$ cat config.mk
export PLATFORM = sky130hd
export DESIGN_NAME = sorted_timeout_queue
export DESIGN_NICKNAME = d
export VERILOG_FILES = /design/src/rtl/stq_pkg.sv /design/src/rtl/sorted_timeout_queue.sv /design/src/rtl/stq_ram.sv
export SDC_FILE = /design/constraint.sdc
export NUM_CORES = 1
export LEC_CHECK = 0
export BUFFER_PORTS_ARGS = -buffer_cell sky130_fd_sc_hd__buf_2
export CORE_MARGIN = 2
export CORE_UTILIZATION = 50
export DETAILED_ROUTE_END_ITERATION = 16
export PLACE_DENSITY = 0.76
export SYNTH_ARGS = -nofsm -noshare
export SYNTH_HDL_FRONTEND = slang
export SYNTH_SLANG_ARGS = --single-unit
$ cat constraint.sdc
create_clock -name clock -period 16.95 [get_ports clock]
set_input_delay 0 -clock clock [delete_from_list [all_inputs] [get_ports clock]]
set_output_delay 0 -clock clock [all_outputs]
set_load 0.05 [all_outputs]
$ cat src/rtl/stq_pkg.sv
// Shared types and constants for the sorted timeout queue.
// No dependencies; imported by stq_ram users and the top level.
package stq_pkg;

   localparam int unsigned MAX_RESULTS = 16;
   localparam int unsigned N_W = 5;   // holds 0..MAX_RESULTS

   typedef enum logic {
      CMD_ADD  = 1'b0,
      CMD_TICK = 1'b1
   } cmd_type;

   typedef enum logic [1:0] {
      KIND_ACCEPTED = 2'd0,
      KIND_REJECTED = 2'd1,
      KIND_EXPIRED  = 2'd2,
      KIND_IDLE     = 2'd3
   } kind_type;

   typedef enum logic [2:0] {
      ST_IDLE,
      ST_INS_RD,
      ST_INS_CMP,
      ST_INS_WR,
      ST_EXP_RD,
      ST_EXP_CMP,
      ST_EXP_FIN
   } state_type;

   typedef struct packed {
      logic [31:0] deadline;
      logic [15:0] handle;
   } entry_type;

   // Deadline a is not later than b, modulo 2^32.
   function automatic logic not_later(input logic [31:0] a, input logic [31:0] b);
      logic [31:0] diff;
      diff = b - a;
      return ~diff[31];
   endfunction

endpackage

$ cat src/rtl/sorted_timeout_queue.sv
// Sorted timeout queue: top level with sequencer, pointers and time counter.
// Depends on stq_pkg and stq_ram.
//
//  channel   ports                                   handshake
//  --------  --------------------------------------  -----------------------------
//  request   req_command, req_timeout, req_event_id  start && !busy accepts
//  response  rsp_kind, rsp_expired_id, rsp_pending,  rsp_strobe, one cycle each,
//            rsp_last                                 no back-pressure
//
// An add walks from the back toward the front, a read and a compare state per
// entry; each later entry moves up one slot (at most QUEUE_DEPTH-1 of them),
// and the walk ends at the front or at an entry that is not later. A rejected add
// or an empty tick answers next cycle. A non-empty tick pops the head entry
// while it is due, up to the pop limit or the last entry, where ST_EXP_FIN
// sends the final one; each expired transaction is held until the next compare
// gives its last bit. The entry RAM has a single read port with a registered read.
// Reset (synchronous) empties the queue and zeroes the time counter; the
// RAM contents are left as they are and only entries below the count are read.
// The receiver cannot stall; busy is already low when the last response is out.
module sorted_timeout_queue #(
   parameter int unsigned QUEUE_DEPTH = 16
) (
   input  logic                   clock,
   input  logic                   reset,
   input  logic                   start,
   output logic                   busy,
   input  logic                   req_command,
   input  logic [23:0]            req_timeout,
   input  logic [15:0]            req_event_id,
   output logic                   rsp_strobe,
   output stq_pkg::kind_type      rsp_kind,
   output logic [15:0]            rsp_expired_id,
   output logic [4:0]             rsp_pending,
   output logic                   rsp_last
);
   import stq_pkg::*;

   localparam int unsigned AW = (QUEUE_DEPTH > 1) ? $clog2(QUEUE_DEPTH) : 1;
   localparam int unsigned CW = $clog2(QUEUE_DEPTH + 1);
   localparam int unsigned EW = $bits(entry_type);
   localparam logic [AW:0]   DEPTH_W = (AW + 1)'(QUEUE_DEPTH);
   localparam logic [AW-1:0] LAST_IDX = AW'(QUEUE_DEPTH - 1);
   localparam logic [CW-1:0] FULL_CNT = CW'(QUEUE_DEPTH);
   localparam logic [N_W-1:0] N_LAST = N_W'(MAX_RESULTS - 1);

   // control state
   state_type      state_ff, state_in;
   logic [AW-1:0]  head_ff, head_in;
   logic [CW-1:0]  cnt_ff, cnt_in;
   logic [31:0]    now_ff, now_in;
   logic [AW-1:0]  walk_ff, walk_in;     // free logical slot during insert
   logic [N_W-1:0] n_ff, n_in;           // entries popped this tick
   logic           strobe_ff, strobe_in;

   // payload
   logic [31:0]    dl_ff, dl_in;
   logic [15:0]    id_ff, id_in;
   logic [15:0]    held_id_ff, held_id_in;   // expired transaction waiting for its last bit
   logic [CW-1:0]  held_pend_ff, held_pend_in;
   kind_type       kind_ff, kind_in;
   logic [15:0]    rid_ff, rid_in;
   logic [4:0]     pend_ff, pend_in;
   logic           last_ff, last_in;

   // RAM port
   logic           wr_en;
   logic [AW-1:0]  wr_addr, rd_addr;
   entry_type      wr_entry, rd_entry;
   logic [EW-1:0]  rd_raw;

   logic           accept;
   logic           full;
   logic           later;
   logic           due;
   logic           more;

   // logical queue position to physical RAM slot
   function automatic logic [AW-1:0] phys(input logic [AW-1:0] head,
                                          input logic [AW-1:0] off);
      logic [AW:0] sum;
      sum = {1'b0, head} + {1'b0, off};
      if (sum >= DEPTH_W) begin
         sum = sum - DEPTH_W;
      end
      return sum[AW-1:0];
   endfunction

   assign accept   = start && (state_ff == ST_IDLE);
   assign busy     = (state_ff != ST_IDLE);
   assign full     = (cnt_ff == FULL_CNT);
   assign rd_entry = entry_type'(rd_raw);
   assign later    = !not_later(rd_entry.deadline, dl_ff);
   assign due      = not_later(rd_entry.deadline, now_ff);
   // another pop allowed after this one
   assign more     = (n_ff != N_LAST) && (cnt_ff != CW'(1));

   stq_ram #(
      .WIDTH(EW),
      .DEPTH(QUEUE_DEPTH)
   ) u_ram (
      .clock  (clock),
      .wr_en  (wr_en),
      .wr_addr(wr_addr),
      .wr_data(EW'(wr_entry)),
      .rd_addr(rd_addr),
      .rd_data(rd_raw)
   );

   // next state
   always_comb begin
      state_in = state_ff;
      case (state_ff)
         ST_IDLE: begin
            if (accept) begin
               if (req_command == CMD_ADD) begin
                  if (full) begin
                     state_in = ST_IDLE;
                  end else if (cnt_ff == '0) begin
                     state_in = ST_INS_WR;
                  end else begin
                     state_in = ST_INS_RD;
                  end
               end else if (cnt_ff != '0) begin
                  state_in = ST_EXP_RD;
               end
            end
         end
         ST_INS_RD:  state_in = ST_INS_CMP;
         ST_INS_CMP: begin
            if (later && (walk_ff != AW'(1))) begin
               state_in = ST_INS_RD;
            end else begin
               state_in = ST_INS_WR;
            end
         end
         ST_INS_WR:  state_in = ST_IDLE;
         ST_EXP_RD:  state_in = ST_EXP_CMP;
         ST_EXP_CMP: begin
            if (due) begin
               state_in = more ? ST_EXP_RD : ST_EXP_FIN;
            end else begin
               state_in = ST_IDLE;
            end
         end
         ST_EXP_FIN: state_in = ST_IDLE;
         default:    state_in = ST_IDLE;
      endcase
   end

   // datapath and outputs
   always_comb begin
      head_in      = head_ff;
      cnt_in       = cnt_ff;
      now_in       = now_ff;
      walk_in      = walk_ff;
      n_in         = n_ff;
      dl_in        = dl_ff;
      id_in        = id_ff;
      held_id_in   = held_id_ff;
      held_pend_in = held_pend_ff;
      strobe_in    = 1'b0;
      kind_in      = kind_ff;
      rid_in       = rid_ff;
      pend_in      = pend_ff;
      last_in      = last_ff;
      wr_en        = 1'b0;
      wr_addr      = phys(head_ff, walk_ff);
      wr_entry     = rd_entry;
      rd_addr      = head_ff;

      case (state_ff)
         ST_IDLE: begin
            if (accept) begin
               n_in = '0;
               if (req_command == CMD_ADD) begin
                  dl_in   = now_ff + {8'd0, req_timeout};
                  id_in   = req_event_id;
                  walk_in = cnt_ff[AW-1:0];
                  if (full) begin
                     strobe_in = 1'b1;
                     kind_in   = KIND_REJECTED;
                     rid_in    = req_event_id;
                     pend_in   = 5'(cnt_ff);
                     last_in   = 1'b1;
                  end
               end else begin
                  now_in = now_ff + 32'd1;
                  if (cnt_ff == '0) begin
                     strobe_in = 1'b1;
                     kind_in   = KIND_IDLE;
                     rid_in    = '0;
                     pend_in   = '0;
                     last_in   = 1'b1;
                  end
               end
            end
         end
         ST_INS_RD: begin
            rd_addr = phys(head_ff, walk_ff - AW'(1));
         end
         ST_INS_CMP: begin
            // entry below the free slot is later: move it up one
            if (later) begin
               wr_en   = 1'b1;
               walk_in = walk_ff - AW'(1);
            end
         end
         ST_INS_WR: begin
            wr_en     = 1'b1;
            wr_entry  = '{deadline: dl_ff, handle: id_ff};
            cnt_in    = cnt_ff + CW'(1);
            strobe_in = 1'b1;
            kind_in   = KIND_ACCEPTED;
            rid_in    = id_ff;
            pend_in   = 5'(cnt_ff + CW'(1));
            last_in   = 1'b1;
         end
         ST_EXP_RD: begin
            rd_addr = head_ff;
         end
         ST_EXP_CMP: begin
            if (due) begin
               // the previous pop is not the last one: release it
               if (n_ff != '0) begin
                  strobe_in = 1'b1;
                  kind_in   = KIND_EXPIRED;
                  rid_in    = held_id_ff;
                  pend_in   = 5'(held_pend_ff);
                  last_in   = 1'b0;
               end
               held_id_in   = rd_entry.handle;
               held_pend_in = cnt_ff - CW'(1);
               cnt_in       = cnt_ff - CW'(1);
               head_in      = (head_ff == LAST_IDX) ? '0 : head_ff + AW'(1);
               n_in         = n_ff + N_W'(1);
            end else begin
               strobe_in = 1'b1;
               last_in   = 1'b1;
               if (n_ff != '0) begin
                  kind_in = KIND_EXPIRED;
                  rid_in  = held_id_ff;
                  pend_in = 5'(held_pend_ff);
               end else begin
                  kind_in = KIND_IDLE;
                  rid_in  = '0;
                  pend_in = 5'(cnt_ff);
               end
            end
         end
         ST_EXP_FIN: begin
            strobe_in = 1'b1;
            kind_in   = KIND_EXPIRED;
            rid_in    = held_id_ff;
            pend_in   = 5'(held_pend_ff);
            last_in   = 1'b1;
         end
         default: begin
            strobe_in = 1'b0;
         end
      endcase
   end

   always_ff @(posedge clock) begin
      if (reset) begin
         state_ff  <= ST_IDLE;
         head_ff   <= '0;
         cnt_ff    <= '0;
         now_ff    <= '0;
         walk_ff   <= '0;
         n_ff      <= '0;
         strobe_ff <= 1'b0;
      end else begin
         state_ff  <= state_in;
         head_ff   <= head_in;
         cnt_ff    <= cnt_in;
         now_ff    <= now_in;
         walk_ff   <= walk_in;
         n_ff      <= n_in;
         strobe_ff <= strobe_in;
      end
   end

   always_ff @(posedge clock) begin
      dl_ff        <= dl_in;
      id_ff        <= id_in;
      held_id_ff   <= held_id_in;
      held_pend_ff <= held_pend_in;
      kind_ff      <= kind_in;
      rid_ff       <= rid_in;
      pend_ff      <= pend_in;
      last_ff      <= last_in;
   end

   assign rsp_strobe     = strobe_ff;
   assign rsp_kind       = kind_ff;
   assign rsp_expired_id = rid_ff;
   assign rsp_pending    = pend_ff;
   assign rsp_last       = last_ff;

   // occupancy never passes the queue depth
   a_cnt_bound: assert property (@(posedge clock) disable iff (reset)
      cnt_ff <= FULL_CNT)
      else $error("entry count above queue depth");

   // a tick on an empty queue answers at once with a single idle transaction
   a_empty_tick: assert property (@(posedge clock) disable iff (reset)
      accept && (req_command == CMD_TICK) && (cnt_ff == '0)
      |=> rsp_strobe && rsp_last && (rsp_kind == KIND_IDLE) && !busy)
      else $error("empty tick did not answer");

   // responses only follow an accepted request or sequencer activity
   a_strobe_cause: assert property (@(posedge clock) disable iff (reset)
      rsp_strobe |-> $past(busy || start))
      else $error("response without a request");

   // a pop never happens past the per-tick limit
   a_pop_limit: assert property (@(posedge clock) disable iff (reset)
      n_ff <= N_W'(MAX_RESULTS))
      else $error("too many pops on one tick");

endmodule

$ cat src/rtl/stq_ram.sv
// Generic single-clock RAM: one write port, one read port, registered read.
// No package dependencies.
module stq_ram #(
   parameter int unsigned WIDTH = 48,
   parameter int unsigned DEPTH = 16
) (
   input  logic                                clock,
   input  logic                                wr_en,
   input  logic [((DEPTH > 1) ? $clog2(DEPTH) : 1)-1:0] wr_addr,
   input  logic [WIDTH-1:0]                    wr_data,
   input  logic [((DEPTH > 1) ? $clog2(DEPTH) : 1)-1:0] rd_addr,
   output logic [WIDTH-1:0]                    rd_data
);

   logic [WIDTH-1:0] mem [DEPTH];

   always_ff @(posedge clock) begin
      if (wr_en) begin
         mem[wr_addr] <= wr_data;
      end
      rd_data <= mem[rd_addr];
   end

endmodule
Word-level counts from Yosys, hierarchy flattened
Memories as Yosys holds them, arrays and structs flattened. A register that Yosys moved wholly into a read port is not among the register bits.
Index checks and enable logic that the tools add are counted.
Word-level totals
  register bits after elaboration: 147
  bits in writable memories: 768
  input bits: 44
  word-level logic and storage cells: 140
  memories kept: 1
Operators by class
  $add $sub $neg: 13
  $lt $le $gt $ge: 2
  eq/ne operators: 19
  mux-type cells: 65
  bitwise operators: 2
  reductions and logical operators: 23
Memories
  u_ram.mem: words 16, width 48, rd ports 1, clocked after memory_dff 1, write ports 1, line stq_ram.sv:15  | logic [WIDTH-1:0] mem [DEPTH];
Operators by type and width (count)
  16-bit two-way mux: 7
  16-bit case mux with 4 select lines: 1
  32-bit subtractor: 2
  5-bit two-way mux: 10
  48-bit two-way mux: 1
  32-bit by 1-bit adder with 32-bit output, second input constant: 1
  32-bit by 24-bit adder with 32-bit output: 1
  4-bit two-way mux: 7
  2-bit two-way mux: 10
  5-bit case mux with 2 select lines: 2
  5-bit case mux with 4 select lines: 1
  1-bit two-way mux: 16
  3-bit case mux with 5 select lines: 1
  3-bit two-way mux: 4
  4-bit by 1-bit subtractor with 4-bit output, second input constant: 3
  4-bit by 4-bit adder with 5-bit output: 2
  5-bit by 1-bit adder with 5-bit output, second input constant: 2
  5-bit >= comparator, second input constant: 2
  5-bit AND reduction: 2
  5-bit nonzero test: 2
  3-bit equality test, second input constant: 3
  3-bit AND reduction: 3
  2-bit inequality test, second input constant: 4
  2-bit case mux with 4 select lines: 1
  other kinds (24): 36

Depth between registers and ports, before layout
Gate-level depths: netlist (run 1).
  depth in word-level cells: 6
  depth in mapped cells: 13
  gate-level depth less buffers: 12

Modules after synthesis
A second synthesis (run 1) with hierarchy kept.
Unflattened totals
  cell total of the unflattened synthesis: 2238
  area, all modules: 39182.6 µm²
Modules (own cells, without submodules)
  stq_ram: times used 1, cells an instance 1242, area an instance 29691.0 µm², seq. area each 24023.0 µm²
  sorted_timeout_queue: times used 1, cells an instance 996, area an instance 9491.6 µm², seq. area each 3873.7 µm²

Worst setup path before layout (run 1)
Ideal clock, no wire load.
  path type: reg-to-reg
  start point: register dl_ff[18]
  end point: memory u_ram.mem[1][0], enable pin
  library setup time: 0.513 ns
  arrival time: 5.642 ns
  required time: 16.437 ns
  slack: 10.795 ns
  stages on the path, launching flop included: 10
  path buffers: 0
  period minus slack after synthesis: 6.155 ns
  cell sequence: edfxtp_1 > ha_1 > nand4_1 > or4_1 > o211ai_1 > a41oi_1 > mux2i_1 > nor2_1 > or3_1 > nor3_1
On the way
  cells in the longest elaborated chain, start to end: 5
Ends and longest elaborated chain
  from (decl): line sorted_timeout_queue.sv:56  | logic [31:0] dl_ff, dl_in;
  from (signal assigned): line sorted_timeout_queue.sv:284  | dl_ff <= dl_in;
  32-bit subtractor: line stq_pkg.sv:38  | diff = b - a;
  1-bit two-way mux: line sorted_timeout_queue.sv:203  | if (later) begin
  1-bit case mux with 2 select lines: line sorted_timeout_queue.sv:171  | case (state_ff)
  1-bit two-way mux: line stq_ram.sv:18  | if (wr_en) begin
  1-bit two-way mux (not written as such): line stq_ram.sv:19  | mem[wr_addr] <= wr_data;
  to (decl): line stq_ram.sv:15
Every way passes these cells.

Worst setup path after layout (run 1)
  start point: register dl_ff[16]
  end point: memory u_ram.mem[3][23], enable pin
Same word-level chain as after synthesis.

==> results_dict.tcl, run 1 <==
set metrics [dict create \
    run_status "complete, no violations" \
    max_clock_freq_mhz 214 \
    post_synth_inst_count 2326 \
    setup.worst_path.end_class "flip-flop" \
    tritoncts "built" \
    slew_headroom_pct 17.9 \
    routed-wl-met2_mm 45.5 \
    slew_viol_final 0 \
    cts.reportedPaths.clkPinSlew_ns 0.07 \
    netlist-cell-type-count 75 \
    grt_setup_unrepaired "false" \
    cts.root.buffer_cell "clkbuf_16" \
    area.growth.synth_to_final_pct 14.2 \
    worst_hold_startpoint "req_event_id[8]" \
    layout.cells.non_filler 3619 \
    synthesis.area_per_instance_sq_um 17.0 \
    ctsResizeCount 0 \
    met3WireLength_mm 6.04 \
    leakage_uw 0.0158 \
    grt_antenna_before_repair 3 \
    syn_nets 2473 \
    floorplan.initialDensity_pct 50.3 \
    final.setup.worst_slack_ns 12.27 \
    global_route_wire_length_before_repair_mm 135 \
    multiInputGateArea_sq_um 11200 \
    worst-endpoint-arrival_ns 4.93 \
    timing.hold.worst.class "input port to flip-flop" \
    synthMuxAreaShare_pct 12.3 \
    hold_viol 0 \
    dr.pass1.iters 8 \
    synth.top_cell.area_share_pct 65.2 \
    gr-total-overflow 0 \
    critical-path-top-delay-family "simple AND/OR/NAND/NOR gates" \
    ff2ff_path_depth 10 \
    rows 103 \
    worstReg2RegEnd "u_ram.mem[3][23]$_DFFE_PP_" \
    synthesis.yosys.warnings 0 \
    worst_hold_path.endpoint "id_ff[8]$_DFFE_PP_" \
    ys_ff_latch 963 \
    synth-compound-area-share_pct 5.35 \
    remaining_drc_errors 0 \
    period_needed_ns 4.68 \
    totalNegativeSetupSlack_ns 0 \
    vdd.ir_drop.worst_v 0.0000844 \
    crit_slowest_cell "buf_4" \
    dr_total_vias 21800 \
    diodes 0 \
    globalRouteTotalUtil_pct 21.8 \
    post-place-ws_ns 12.21 \
    layout-drive-gt1-share_pct 19.7 \
    synth-edff-count 861 \
    synth_xor_xnor_area_share_pct 1.59 \
    synth_adder_area_share_pct 3.31 \
    fin_hold_ws_ns 0.0681 \
    die_y_microns 286 \
    crit_required_ns 17.19 \
    r2r_slack_ns 12.27 \
    post_synthesis_async_set_or_reset_flop_share_pct 0 \
    worst-path-buf-inv 1 \
    drt_iter0_markers 2252 \
    critical_path.cell_chain "ha_1 -> nand4_1 -> or4_1 -> o211ai_1 -> a41oi_1 -> mux2i_1 -> nor2_1 -> or3_1 -> nor2_4 -> buf_4" \
    viasPerCell 6.02 \
    routedWlPerCell_microns 24.5 \
    cpPeakStageDelay_ns 0.66 \
    final_wirelength_mm 88.7 \
    highest_routed_layer "met5" \
    biggest_fanout_along_the_worst_timing_path 30 \
    setup_viol 0 \
    placer_congestion 0.870 \
    num-fill-cells 5570 \
    worstSetupStartpointType "flip-flop" \
    timing.final.crit_share_pct 27.6 \
    htreeDepth 3 \
    finalNetCount 2642 \
    cts_num_sinks 963 \
    placeableCoreArea_sq_um 78700 \
    placed_cells 3401 \
    yosys.area_share.simple_pct 5.24 \
    yosys_most_used_dff "edfxtp_1" \
    layout.area.seq_sq_um 27900 \
    postRouteAntennaNets 0 \
    worst_pin_slew_ns 1.22 \
    cts-buffers-inserted 93 \
    wl_met1_mm 34.6 \
    ys_top_cells_by_area "edfxtp_1 (65%), mux4_2 (11%), dfxtp_1 (5.2%)" \
    dpl.hpwl_mm 49.4 \
    timing.rr.start "dl_ff[16]$_DFFE_PP_" \
    hold_path_depth 2 \
    crit_type "flip-flop to flip-flop" \
    synth.yosys.seq_area_share_pct 70.4 \
    power-per-cell-area_nw_per_um2 146 \
    dieArea_sq_um 81500 \
    top_level_ports 70 \
    die_w_microns 286 \
    max_cap_violations 0 \
    grt_max_degree 74 \
    insertion_delay_ns 0.66 \
    io_buffers 69 \
    finalClockSkew_ns 0.0567 \
    first_global_vias 22500 \
    synth_top_family_by_area "multiplexers" \
    clockBufferDepth 3 \
    post_synthesis_cell_area_sq_um 39600 \
    synth_largest_area_cell "edfxtp_1" \
]
[cells in the mapped netlist (10+ instances only)]
library cell  count
a21o_1           21
nor2b_1          60
nor3_1           23
nand2_1         158
mux4_2          192
xnor2_1          33
o21ai_0          46
mux2i_1          54
buf_1            12
edfxtp_1        861
buf_2            28
nand3_1          22
ha_1            100
dfxtp_1         102
inv_1            69
and3_1           10
a21oi_1         122
a211oi_1         52
or3_1            10
a222oi_1         17
nor2_1           90
xor2_1           39
clkbuf_1         65
o21ai_1          17
nand4_1          12
[layout make-up]
type	count	area share (%)
flip-flops and latches	963	61.7
multi-input cells	1183	24.7
clock buffers	114	5.48
repair buffers	182	2.91
well taps	1050	2.90
clock inverters	55	1.74
inverters	72	0.597
[worst max path at each step]
stage	from	end	cells past startpoint
final	dl_ff[16]$_DFFE_PP_	u_ram.mem[3][23]$_DFFE_PP_	10
after CTS	dl_ff[16]$_DFFE_PP_	u_ram.mem[3][24]$_DFFE_PP_	10
after detailed placement	dl_ff[18]$_DFFE_PP_	u_ram.mem[3][25]$_DFFE_PP_	10
after global placement	dl_ff[18]$_DFFE_PP_	u_ram.mem[3][29]$_DFFE_PP_	10
after floorplan	dl_ff[18]$_DFFE_PP_	u_ram.mem[1][0]$_DFFE_PP_	9
after global routing	state_ff[0]$_SDFFE_PP0P_	u_ram.rd_data[42]$_DFF_P_	8
[cell families (layout without fill, tap and decap cells)]
family | count (synthesis) | after routing
flops | 963 | 963
mux | 246 | 246
xor+xnor | 72 | 72
buf+inv | 180 | 423
compound gates | 334 | 334
fa+ha+maj | 103 | 103
simple gates | 428 | 428
[placed cells by master, fill, tap and decap left out, types with 22 or more instances in the layout]
master	count
a211oi_1	52
a21oi_1	121
buf_2	69
buf_4	64
clkbuf_16	94
dfxtp_1	102
dlygate4sd3_1	49
edfxtp_1	861
ha_1	100
inv_1	69
mux2i_1	52
mux4_2	192
nand2_1	158
nand3_1	22
nor2_1	80
nor2b_1	60
o21ai_0	42
xnor2_1	33
xor2_1	38
[state kept, by name, summed over array words and instances (netlist names)]
| name | cells |
|---|---|
| u_ram.rd_data | 48 |
| u_ram.mem | 768 |
| id_ff | 16 |
| dl_ff | 32 |
| rsp_kind | 2 |
| rsp_pending | 5 |
| rsp_expired_id | 16 |
| head_ff | 4 |
| rsp_strobe | 1 |
| walk_ff | 4 |
| rsp_last | 1 |
| state_ff | 3 |
| held_pend_ff | 5 |
| n_ff | 5 |
| now_ff | 32 |
| held_id_ff | 16 |
| cnt_ff | 5 |
[through the flow]
stage	utilization (%)	instance area (sq um)	total power, uW
3_5_place_dp	52.7	41500	4410
2_1_floorplan	-	39600	3980
4_1_cts	57.4	45200	6610
5_1_grt	57.4	45200	6820
3_3_place_gp	52.7	41500	4350
6_report	57.4	45200	6590
[where the power goes]
part	internal, uW	switching [uW]
Combinational	462	860
Sequential	3020	54.8
Clock	1290	897
Total	4770	1810
[per-layer routing]
| metal | up-vias | global-route usage [%] |
|---|---|---|
| li1 | 9502 | - |
| met5 | - | 0 |
| met2 | 882 | 37.7 |
| met4 | 2 | 7.58 |
| met3 | 161 | 3.05 |
| met1 | 11200 | 28.4 |
[what timing repair did]
item	in CTS	in global routing
hold endpoints to repair	92	0
hold buffers	49	0
buffers inserted	0	0
Note: power is estimated with default switching activity, not from simulation.
==> inputs of run 2 (changes only) <==
--- a/config.mk
+++ b/config.mk
@@ -5,6 +5,7 @@
 export SDC_FILE = /design/constraint.sdc
 export NUM_CORES = 1
 export LEC_CHECK = 0
+export ABC_AREA = 1
 export BUFFER_PORTS_ARGS = -buffer_cell sky130_fd_sc_hd__buf_2
 export CORE_MARGIN = 2
 export CORE_UTILIZATION = 50
==> constraint.sdc (replaced) <==
create_clock -name clock -period 4.4 [get_ports clock]
set_input_delay 0 -clock clock [delete_from_list [all_inputs] [get_ports clock]]
set_output_delay 0 -clock clock [all_outputs]
set_load 0.05 [all_outputs]
==> run 2 against run 1 <==
Against the previous run: clock power rose to 3.7 times the previous value; critical endpoint is now u_ram.rd_data[38]$_DFF_P_; first-iteration DRC count grew 45%; sequential power increased to 3.8 times the previous value; clock skew shrank 0.025 ns; wire length increased by 21%; largest power group unchanged; combinational power increased to 4.1 times the previous value; count of clock-buffer cells in the layout rose by 1; fmax grew 23%; hold slack worse by 0.035 ns; critical path depth grew 2.
==> results_dict.tcl, run 2 <==
set metrics [dict create \
    dr_total_vias 28600 \
    synth-edff-count 861 \
    finalInstanceArea_sq_um 46700 \
    worst_pin_slew_ns 1.27 \
    ff2ff_path_depth 12 \
    clockBufferDepth 3 \
    dpl.hpwl_mm 60.8 \
    area.growth.synth_to_final_pct 13.9 \
    layout.cells.non_filler 4828 \
    globalRouteTotalUtil_pct 25.1 \
    cpPeakStageDelay_ns 0.67 \
    ctsResizeCount 0 \
    synth.yosys.seq_area_share_pct 68.0 \
    cts.root.buffer_cell "clkbuf_16" \
    most_frequent_standard_cell_in_the_layout_excluding_fill_and_tap_cells "edfxtp_1" \
    die_w_microns 290 \
    met3WireLength_mm 10.7 \
    floorplan.initialDensity_pct 50.2 \
    cts_setup_buffers 0 \
    routed-wl-met2_mm 50.6 \
    remaining_drc_errors 0 \
    global_route_wire_length_before_repair_mm 164 \
    ys_ff_latch 963 \
    final.setup.worst_slack_ns 0.607 \
    worst-endpoint-arrival_ns 4.28 \
    biggest_fanout_along_the_worst_timing_path 100 \
    die_y_microns 290 \
    placeableCoreArea_sq_um 81700 \
    grt_setup_unrepaired "false" \
    largest_reg_flops 768 \
    grt_antenna_before_repair 5 \
    cts_num_sinks 963 \
    max_cap_violations 0 \
    final_wirelength_mm 107 \
    worstSetupStartpointType "flip-flop" \
    vdd.ir_drop.worst_v 0.000324 \
    layout_common_cells "edfxtp_1 (861), nor2_1 (569), o21ai_0 (451), nand2_1 (443), inv_1 (171)" \
    first_global_vias 28000 \
    critical_path.cell_chain "inv_1 -> ha_1 -> inv_1 -> fa_1 -> inv_1 -> o21ai_4 -> buf_12 -> buf_12 -> o21ai_0 -> o22ai_1 -> nor2_1 -> o31ai_1" \
    worst-path-buf-inv 5 \
    htreeDepth 3 \
    insertion_delay_ns 0.67 \
    crit_slowest_cell "o31ai_1" \
    worstReg2RegEnd "u_ram.rd_data[38]$_DFF_P_" \
    timing.hold.worst.class "input port to flip-flop" \
    cts-buffers-inserted 95 \
    drt_iter0_markers 3272 \
    synth.top_cell.area_share_pct 63.0 \
    crit_required_ns 4.89 \
    placed_cells 4609 \
    critPathMostFrequentCell "inv_1" \
    syn_nets 3688 \
    hold_viol 0 \
    setup.worst_path.end_class "flip-flop" \
    crit_start "walk_ff[0]$_SDFFE_PP0P_" \
    grt_max_degree 101 \
    netlist-cell-type-count 56 \
    post_synth_inst_count 3541 \
    timing.rr.start "walk_ff[0]$_SDFFE_PP0P_" \
    largest_register "u_ram.mem" \
    post-place-ws_ns 0.666 \
    dr.pass1.iters 8 \
    fin_hold_ws_ns 0.0332 \
    setup_viol 0 \
    rows 105 \
    synthesis.area_per_instance_sq_um 11.6 \
    gr-total-overflow 0 \
    tritoncts "built" \
    yosys_most_used_dff "edfxtp_1" \
    synth_common_cells "edfxtp_1 (861), nor2_1 (580), o21ai_0 (451), nand2_1 (444), inv_1 (171)" \
    period_needed_ns 3.79 \
    finalClockSkew_ns 0.0319 \
    timing.final.crit_share_pct 86.2 \
    crit_type "flip-flop to flip-flop" \
    cts.hold.buffers_added 40 \
    finalNetCount 3823 \
    crit_path_end "u_ram.rd_data[38]$_DFF_P_" \
    dpl-instance-area_sq_um 43200 \
    top_level_ports 70 \
    slew_headroom_pct 15.4 \
    synth_largest_area_cell "edfxtp_1" \
    ys_top_cells_by_area "edfxtp_1 (63%), o21ai_0 (5.5%), nor2_1 (5.3%)" \
    worst-path-stages 12 \
    wl_met1_mm 42.8 \
    layout-drive-gt1-share_pct 9.66 \
    highest_routed_layer "met5" \
    r2r_slack_ns 0.61 \
    leakage_uw 0.0164 \
    yosysMostFrequentCell "edfxtp_1" \
    critical-path-top-delay-family "compound AO/OA/AOI/OAI gates" \
    run_status "complete, no violations" \
    cts.reportedPaths.clkPinSlew_ns 0.06 \
    synthesis.yosys.warnings 0 \
    post_layout_power_uw 25200 \
    placer_congestion 0.907 \
    postRouteAntennaNets 0 \
    routedWlPerCell_microns 22.2 \
    power-per-cell-area_nw_per_um2 540 \
    viasPerCell 5.93 \
    slew_viol_final 0 \
    dieArea_sq_um 84400 \
    post_synthesis_cell_area_sq_um 41000 \
    max_clock_freq_mhz 264 \
    io_buffers 69 \
    largestRegisters "u_ram.mem (768), u_ram.rd_data (48)" \
    post_synthesis_async_set_or_reset_flop_share_pct 0 \
]
-- run 2: layer usage --
metal	up-vias	global-route usage (%)
li1	13100	-
met1	13800	34.1
met2	1521	40.7
met3	225	4.29
met4	4	9.52
met5	-	0
-- run 2: through the flow --
stage	util, %	TNS [ns]
floorplan	-	-279.72
global placement	52.9	0
detailed placement	52.9	0
CTS	57.2	0
global route	57.2	0
finish	57.2	0
-- run 2: logic make-up after synthesis --
| group | Yosys count | synth area share (%) |
|---|---|---|
| adder cells (fa/ha/maj) | 103 | 3.20 |
| AND/OR/NAND/NOR | 1209 | 12.0 |
| multiplexers | 1 | 0.0244 |
| AO/OA/AOI/OAI | 852 | 12.0 |
| buffers and inverters | 357 | 3.59 |
| flip-flops | 963 | 68.0 |
| XOR/XNOR | 56 | 1.23 |
-- run 2: worst register-to-register path, cell delays in order, from the launching register on --
cell and delay (ns):
dfxtp_1 0.42, inv_1 0.10, ha_1 0.29, inv_1 0.07, fa_1 0.52, inv_1 0.08, o21ai_4 0.24, buf_12 0.43
buf_12 0.33, o21ai_0 0.20, o22ai_1 0.22, nor2_1 0.06, o31ai_1 0.67
-- run 2: layout make-up --
class | instances | area [sq um]
tap | 1070 | 1340
clock inverter | 62 | 609
clock buffer | 115 | 2480
multi-input combinational | 2221 | 11800
antenna | 2 | 5.00
sequential | 963 | 27900
timing repair buffer | 219 | 1880
fill | 6368 | 35000
inverter | 176 | 677
-- run 2: report_power, final --
| group | switching, uW | internal, uW | leakage (uW) |
|---|---|---|---|
| Combinational | 3930 | 1420 | 0.00629 |
| Clock | 3480 | 4630 | 0.00149 |
| Sequential | 188 | 11600 | 0.00861 |
| Total | 7600 | 17600 | 0.0164 |
-- run 2: how the worst min path moves through the flow --
stage                                endpoint  cells past startpoint       startpoint
final                     dl_ff[11]$_DFFE_PP_                      3  req_timeout[11]
after global routing      dl_ff[11]$_DFFE_PP_                      3  req_timeout[11]
after CTS                 dl_ff[11]$_DFFE_PP_                      3  req_timeout[11]
after detailed placement   id_ff[2]$_DFFE_PP_                      1  req_event_id[2]
after global placement     id_ff[0]$_DFFE_PP_                      1  req_event_id[0]
after floorplan            id_ff[0]$_DFFE_PP_                      0  req_event_id[0]
